<file path="src/rtl/bpa_pkg.sv">
package bpa_pkg;

    localparam int CFG_W = 17;
    localparam int IDX_W = 16;
    localparam int CNT_W = 11;
    localparam int FCNT_W = 17;

    localparam logic OP_ALLOC = 1'b0;
    localparam logic OP_FREE  = 1'b1;

    localparam logic STS_OK  = 1'b0;
    localparam logic STS_OOM = 1'b1;

    typedef struct packed {
        logic clear;
        logic load;
        logic scan;
        logic pass2;
        logic mark;
        logic free_step;
        logic fin_ok;
        logic fin_fail;
        logic fin_free;
    } t_cmd;

    typedef struct packed {
        logic clr_last;
        logic op_free;
        logic cnt_bad;
        logic found;
        logic exhausted;
        logic mark_done;
    } t_sts;

endpackage

</file>
<file path="src/rtl/bpa_ctrl.sv">
module bpa_ctrl (
    input  logic          i_clk,
    input  logic          i_rst_n,
    input  logic          i_in_valid,
    output logic          o_in_stall,
    output logic          o_out_valid,
    input  logic          i_out_stall,
    input  bpa_pkg::t_sts i_sts,
    output bpa_pkg::t_cmd o_cmd
);

    import bpa_pkg::*;

    typedef enum logic [2:0] {
        S_CLEAR,
        S_IDLE,
        S_SCAN1,
        S_SCAN2,
        S_MARK,
        S_FREE
    } t_state;

    t_state r_state;
    t_state n_state;
    logic   r_out_vld;
    logic   n_out_vld;
    logic   w_slot_free;
    logic   w_fin;

    assign w_slot_free = !r_out_vld || !i_out_stall;
    assign w_fin       = o_cmd.fin_ok || o_cmd.fin_fail || o_cmd.fin_free;

    always_comb begin
        n_state = r_state;
        o_cmd   = '0;
        case (r_state)
            S_CLEAR: begin
                o_cmd.clear = 1'b1;
                if (i_sts.clr_last) begin
                    n_state = S_IDLE;
                end
            end
            S_IDLE: begin
                if (i_in_valid) begin
                    o_cmd.load = 1'b1;
                    n_state    = S_SCAN1;
                end
            end
            S_SCAN1: begin
                if (i_sts.op_free) begin
                    n_state = S_FREE;
                end else if (i_sts.cnt_bad) begin
                    if (w_slot_free) begin
                        o_cmd.fin_fail = 1'b1;
                        n_state        = S_IDLE;
                    end
                end else if (i_sts.found) begin
                    o_cmd.scan = 1'b1;
                    n_state    = S_MARK;
                end else if (i_sts.exhausted) begin
                    o_cmd.pass2 = 1'b1;
                    n_state     = S_SCAN2;
                end else begin
                    o_cmd.scan = 1'b1;
                end
            end
            S_SCAN2: begin
                if (i_sts.found) begin
                    o_cmd.scan = 1'b1;
                    n_state    = S_MARK;
                end else if (i_sts.exhausted) begin
                    if (w_slot_free) begin
                        o_cmd.fin_fail = 1'b1;
                        n_state        = S_IDLE;
                    end
                end else begin
                    o_cmd.scan = 1'b1;
                end
            end
            S_MARK: begin
                if (!i_sts.mark_done) begin
                    o_cmd.mark = 1'b1;
                end else if (w_slot_free) begin
                    o_cmd.fin_ok = 1'b1;
                    n_state      = S_IDLE;
                end
            end
            S_FREE: begin
                if (!i_sts.exhausted) begin
                    o_cmd.free_step = 1'b1;
                end else if (w_slot_free) begin
                    o_cmd.fin_free = 1'b1;
                    n_state        = S_IDLE;
                end
            end
            default: begin
                n_state = S_IDLE;
            end
        endcase
    end

    always_comb begin
        n_out_vld = r_out_vld;
        if (w_fin) begin
            n_out_vld = 1'b1;
        end else if (!i_out_stall) begin
            n_out_vld = 1'b0;
        end
    end

    always_ff @(posedge i_clk) begin
        if (!i_rst_n) begin
            r_state   <= S_CLEAR;
            r_out_vld <= 1'b0;
        end else begin
            r_state   <= n_state;
            r_out_vld <= n_out_vld;
        end
    end

    assign o_in_stall  = (r_state != S_IDLE);
    assign o_out_valid = r_out_vld;

`ifndef SYNTH
    a_fin_slot: assert property (@(posedge i_clk) disable iff (!i_rst_n)
        (w_fin && r_out_vld) |-> !i_out_stall)
        else $error("result loaded over a stalled beat");

    a_fin_one: assert property (@(posedge i_clk) disable iff (!i_rst_n)
        $onehot0({o_cmd.fin_ok, o_cmd.fin_fail, o_cmd.fin_free}))
        else $error("more than one finish command");

    a_clear_once: assert property (@(posedge i_clk) disable iff (!i_rst_n)
        (r_state != S_CLEAR) |=> (r_state != S_CLEAR))
        else $error("map clear restarted without reset");

    a_mark_entry: assert property (@(posedge i_clk) disable iff (!i_rst_n)
        ((r_state != S_MARK) ##1 (r_state == S_MARK)) |-> $past(i_sts.found))
        else $error("marking started without a found run");

    a_out_rise: assert property (@(posedge i_clk) disable iff (!i_rst_n)
        $rose(r_out_vld) |-> $past(w_fin))
        else $error("output valid rose without a finish");
`endif

endmodule

</file>
<file path="config.mk">
export PLATFORM = sky130hd
export DESIGN_NAME = bpa_ctrl
export DESIGN_NICKNAME = d
export VERILOG_FILES = /design/src/rtl/bpa_pkg.sv /design/src/rtl/bpa_ctrl.sv
export SDC_FILE = /design/constraint.sdc
export NUM_CORES = 1
export LEC_CHECK = 0
export BUFFER_PORTS_ARGS = -buffer_cell sky130_fd_sc_hd__buf_2
export CAP_MARGIN = 25
export CORE_AREA = 2 2 39 41
export CTS_BUF_LIST = sky130_fd_sc_hd__clkbuf_16
export DETAILED_ROUTE_END_ITERATION = 10
export DIE_AREA = 0 0 41 43
export PLACE_DENSITY = 0.68
export SYNTH_ARGS = -nofsm -noshare
export SYNTH_HDL_FRONTEND = slang
export SYNTH_SLANG_ARGS = --single-unit
</file>
<file path="constraint.sdc">
create_clock -name i_clk -period 2.15 [get_ports i_clk]
set_input_delay 0.3225 -clock i_clk [delete_from_list [all_inputs] [get_ports i_clk]]
set_output_delay 0.3225 -clock i_clk [all_outputs]
set_load 0.02 [all_outputs]
</file>
Word level (Yosys, flattened, before mapping)
Index checks and enable logic that the tools add are counted.
Storage, ports and cells
  output and inout port bits: 11
  flip-flop bits (word level): 4
  word-level logic and storage cells: 56
Cells by class
  reduce and logical (&&, ||, !) cells: 7
  eq/ne operators: 11
  multiplexer cells: 36
Operators with widths (number)
  $mux 3: 10
  $mux 1: 21
  $pmux 3 s6: 1
  $eq 3x2->1 const B: 2
  $eq 3x3->1 const B: 2
  $ne 2x2->1 const B: 3
  $ne 5x5->1 const B: 1
  $mux 2: 2
  $pmux 1 s2: 2
  $reduce_and 4->1: 1
  $eq 3x1->1 const B: 1
  $logic_not 3->1: 1
  $logic_or 1x1->1: 3
  $ne 3x1->1 const B: 1
  $logic_not 1->1: 2
  $ne 2x1->1 const B: 1

Depth between registers and ports, before layout
  depth in word-level cells: 9
  gate-level depth with buffers: 5
  mapped depth without buffers: 5

Worst setup path after synthesis
Ideal clock, no wire load.
  path kind: reg-to-output
  start point: register r_state[2]
  end point: output o_cmd[5] (netlist bit)
  cell stages (with the launch flop): 3
  arrival time: 1.414 ns
  data required time: 1.827 ns
  slack: 0.414 ns
  cell sequence: dfxtp_1 > or4b_4 > nor3_1
RTL lines
  start: declaration: line bpa_ctrl.sv:23  | t_state r_state;
  start signal: assignment: line bpa_ctrl.sv:116  | r_state <= n_state;
  end: declaration: line bpa_ctrl.sv:9  | output bpa_pkg::t_cmd o_cmd

==> flow_summary.toml <==
[power]
p_int_mw = 0.3534
leakagePower_nw = 0.3339
switching_share_pct = 23.73
pwr-share-clk_pct = 61.7
comb_power_share_pct = 21.0
powerDensity_nw_per_um2 = 697.5
ir_drop_v = 0.0006144
total_power_mw = 0.4634
p_switching_mw = 0.1100
p_seq_share_pct = 17.3

[timing]
clock.fmax_ghz = 0.4945
finalHoldViolations = 0
rsz0062_at_grt = "no"
drv_slew = 0
setup_viol = 0
relSlewSlack_pct = 72.96
fin_skew_ns = 0.001627
fin_tns_setup_ns = 0
fin_crit_ns = 2.022
worstMarginPinSlew_ns = 0.4045
fin_crit_sh_pct = 94.06

[placed_design]
port-buffer-count = 20
gp_congestion = 0.8774
hpwl_mm = 1.050
post-place-cells = 100

[cts]
cts_tree = "built"
htreeDepth = 1
cts_buffers = 3
cts.sinks = 4
insertion_delay_ns = 0.22
path_clk_slew_ns = 0.03
cts_setup_buffers = 0
clockBufferDepth = 2
cts_resized = 0
ctsHoldBuffers = 0
root_buffer = "clkbuf_16"

[grt]
grtUsageTotal_pct = 17.99
overflow = 0
antenna_found_initial = 0
grt_pass1_wl_mm = 2.194
grt_max_degree = 15
grt_pass1_vias = 519

[yosys]
synth-edff-count = 0
synth-async-reset-ratio_pct = 0
yosysTopAreaCell = "dfxtp_1"
synthTopCellsByArea = "dfxtp_1 17%, nand2_1 5.6%, nor2_1 5.6%"
synth_cells = 65
ys_seq_area_share_pct = 17.16
synth_top_area_share_pct = 17.16
synth_warnings = 0
synth_cell_types = 36
avgSynthCellArea_um2 = 7.180
syn-num-nets = 76
synthFlopType = "dfxtp_1"
syn_area_um2 = 466.7
ys_top_cells_by_count = "7 x nand2_1, 7 x nor2_1, 5 x inv_1"
ys_seq_elements = 4

[final_layout]
final_cells = 103
nFillCells = 140
register_area_um2 = 80.08
multi_input_area_um2 = 351.6
area_growth_pct = 42.36
drive_gt1_share_pct = 33.33
diodes = 0
finalNetCount = 100

[run]
maxCapViolCount = 0

[outcome]
status = "complete, no violations"

[worst_setup_path]
cp-start-kind = "flip-flop"
cp-startpoint = "r_state[2]"
required_ns = 1.83
path_class = "flip-flop to output port"
cp-end-kind = "output port"
timing.rr.start = "r_state[2]"
cp.arrival_ns = 1.70
cp_max_fo = 9

[route]
drc = 0
wirelength_mm = 1.342
postRouteAntennaNets = 0
drt-initial-drc-count = 12
via_per_inst = 5.563
wl_per_cell_um = 13.03
vias = 573
first_pass_iters = 4

[floorplanning]
die_y_um = 43
die_x_um = 41
core_um2 = 1384
die_area_um2 = 1763
row_count = 14
start_util_pct = 33.73
ios = 21

[min_path]
holdCritStartpoint = "i_rst_n"
hold_path_class = "primary input to flip-flop"
==> final cells by class <==
| type | instances | share of cell area, % |
|---|---|---|
| multi-input combinational | 52 | 52.92 |
| timing repair buffer | 22 | 17.33 |
| sequential | 4 | 12.05 |
| clock buffer | 3 | 11.30 |
| inverter | 6 | 3.390 |
| tap | 16 | 3.013 |
==> layer usage <==
metal	vias up	wire length, µm	part of all wire, %	global-route usage [%]
met5	-	0	0	0
met4	0	17	1.3	10.00
met3	2	70	5.2	3.665
met2	18	668	50	25.94
met1	264	586	44	23.87
li1	289	-	-	-
==> state kept, by name, indices dropped and copies added, names as in the netlist <==
signal and count:
r_state 3, o_out_valid 1
==> power by group through the flow <==
| stage | registers (mW) | clock network, mW | logic [mW] |
|---|---|---|---|
| 2_1_floorplan | 0.0818 | 0 | 0.0617 |
| 3_3_place_gp | 0.0808 | 0 | 0.0956 |
| 3_5_place_dp | 0.0813 | 0 | 0.0962 |
| 4_1_cts | 0.0803 | 0.292 | 0.0969 |
| 5_1_grt | 0.0806 | 0.298 | 0.105 |
| 6_report | 0.0804 | 0.286 | 0.0972 |
==> critical path: stages, from the launching register on <==
cell     delay (ns)
dfxtp_1        0.37
or4b_4         0.59
o22ai_1        0.15
and3_1         0.19
buf_2          0.17
==> metrics by stage <==
step / hold slack, ns / worst slack, ns / util [%] / area, µm²
after floorplan: 0.4504 / 0.4139 / - / 466.7
after global placement: 0.6032 / 0.3836 / 42.59 / 589.3
after detailed placement: 0.6001 / 0.3601 / 42.59 / 589.3
after CTS: 0.3703 / 0.1311 / 48.01 / 664.4
after global routing: 0.3789 / 0.08117 / 48.01 / 664.4
final: 0.3721 / 0.1277 / 48.01 / 664.4
==> path summary, 6_finish.rpt <==
kind	to	slack, ns	depth (start not counted)
setup / recovery	o_cmd[1]	0.13	4
hold / removal	r_state[2]	0.37	2
setup reg to reg	r_state[0]	0.61	4
hold reg to reg	o_out_valid	0.72	2
==> cell families after synthesis <==
kind of cell | share of synthesized area, %
AO/OA/AOI/OAI | 28.69
adder cells (fa/ha/maj) | 2.681
buffers and inverters | 7.506
flip-flops | 17.16
multiplexers | 2.145
AND/OR/NAND/NOR | 41.83
==> cell usage in the layout, fill, tap and decap left out, types with 2 or more instances in the layout <==
cell,netlist,routed
a21oi_1,2,2
nor2b_1,2,2
nand2_1,7,7
buf_4,0,2
dfxtp_1,4,4
nand4_1,2,2
o21ai_0,4,4
nor2_1,7,7
clkbuf_16,0,3
nand4b_1,2,2
nor3_1,2,2
buf_2,1,20
inv_1,5,5
o211a_1,2,2
No activity file was read; power rests on OpenSTA's default activity.
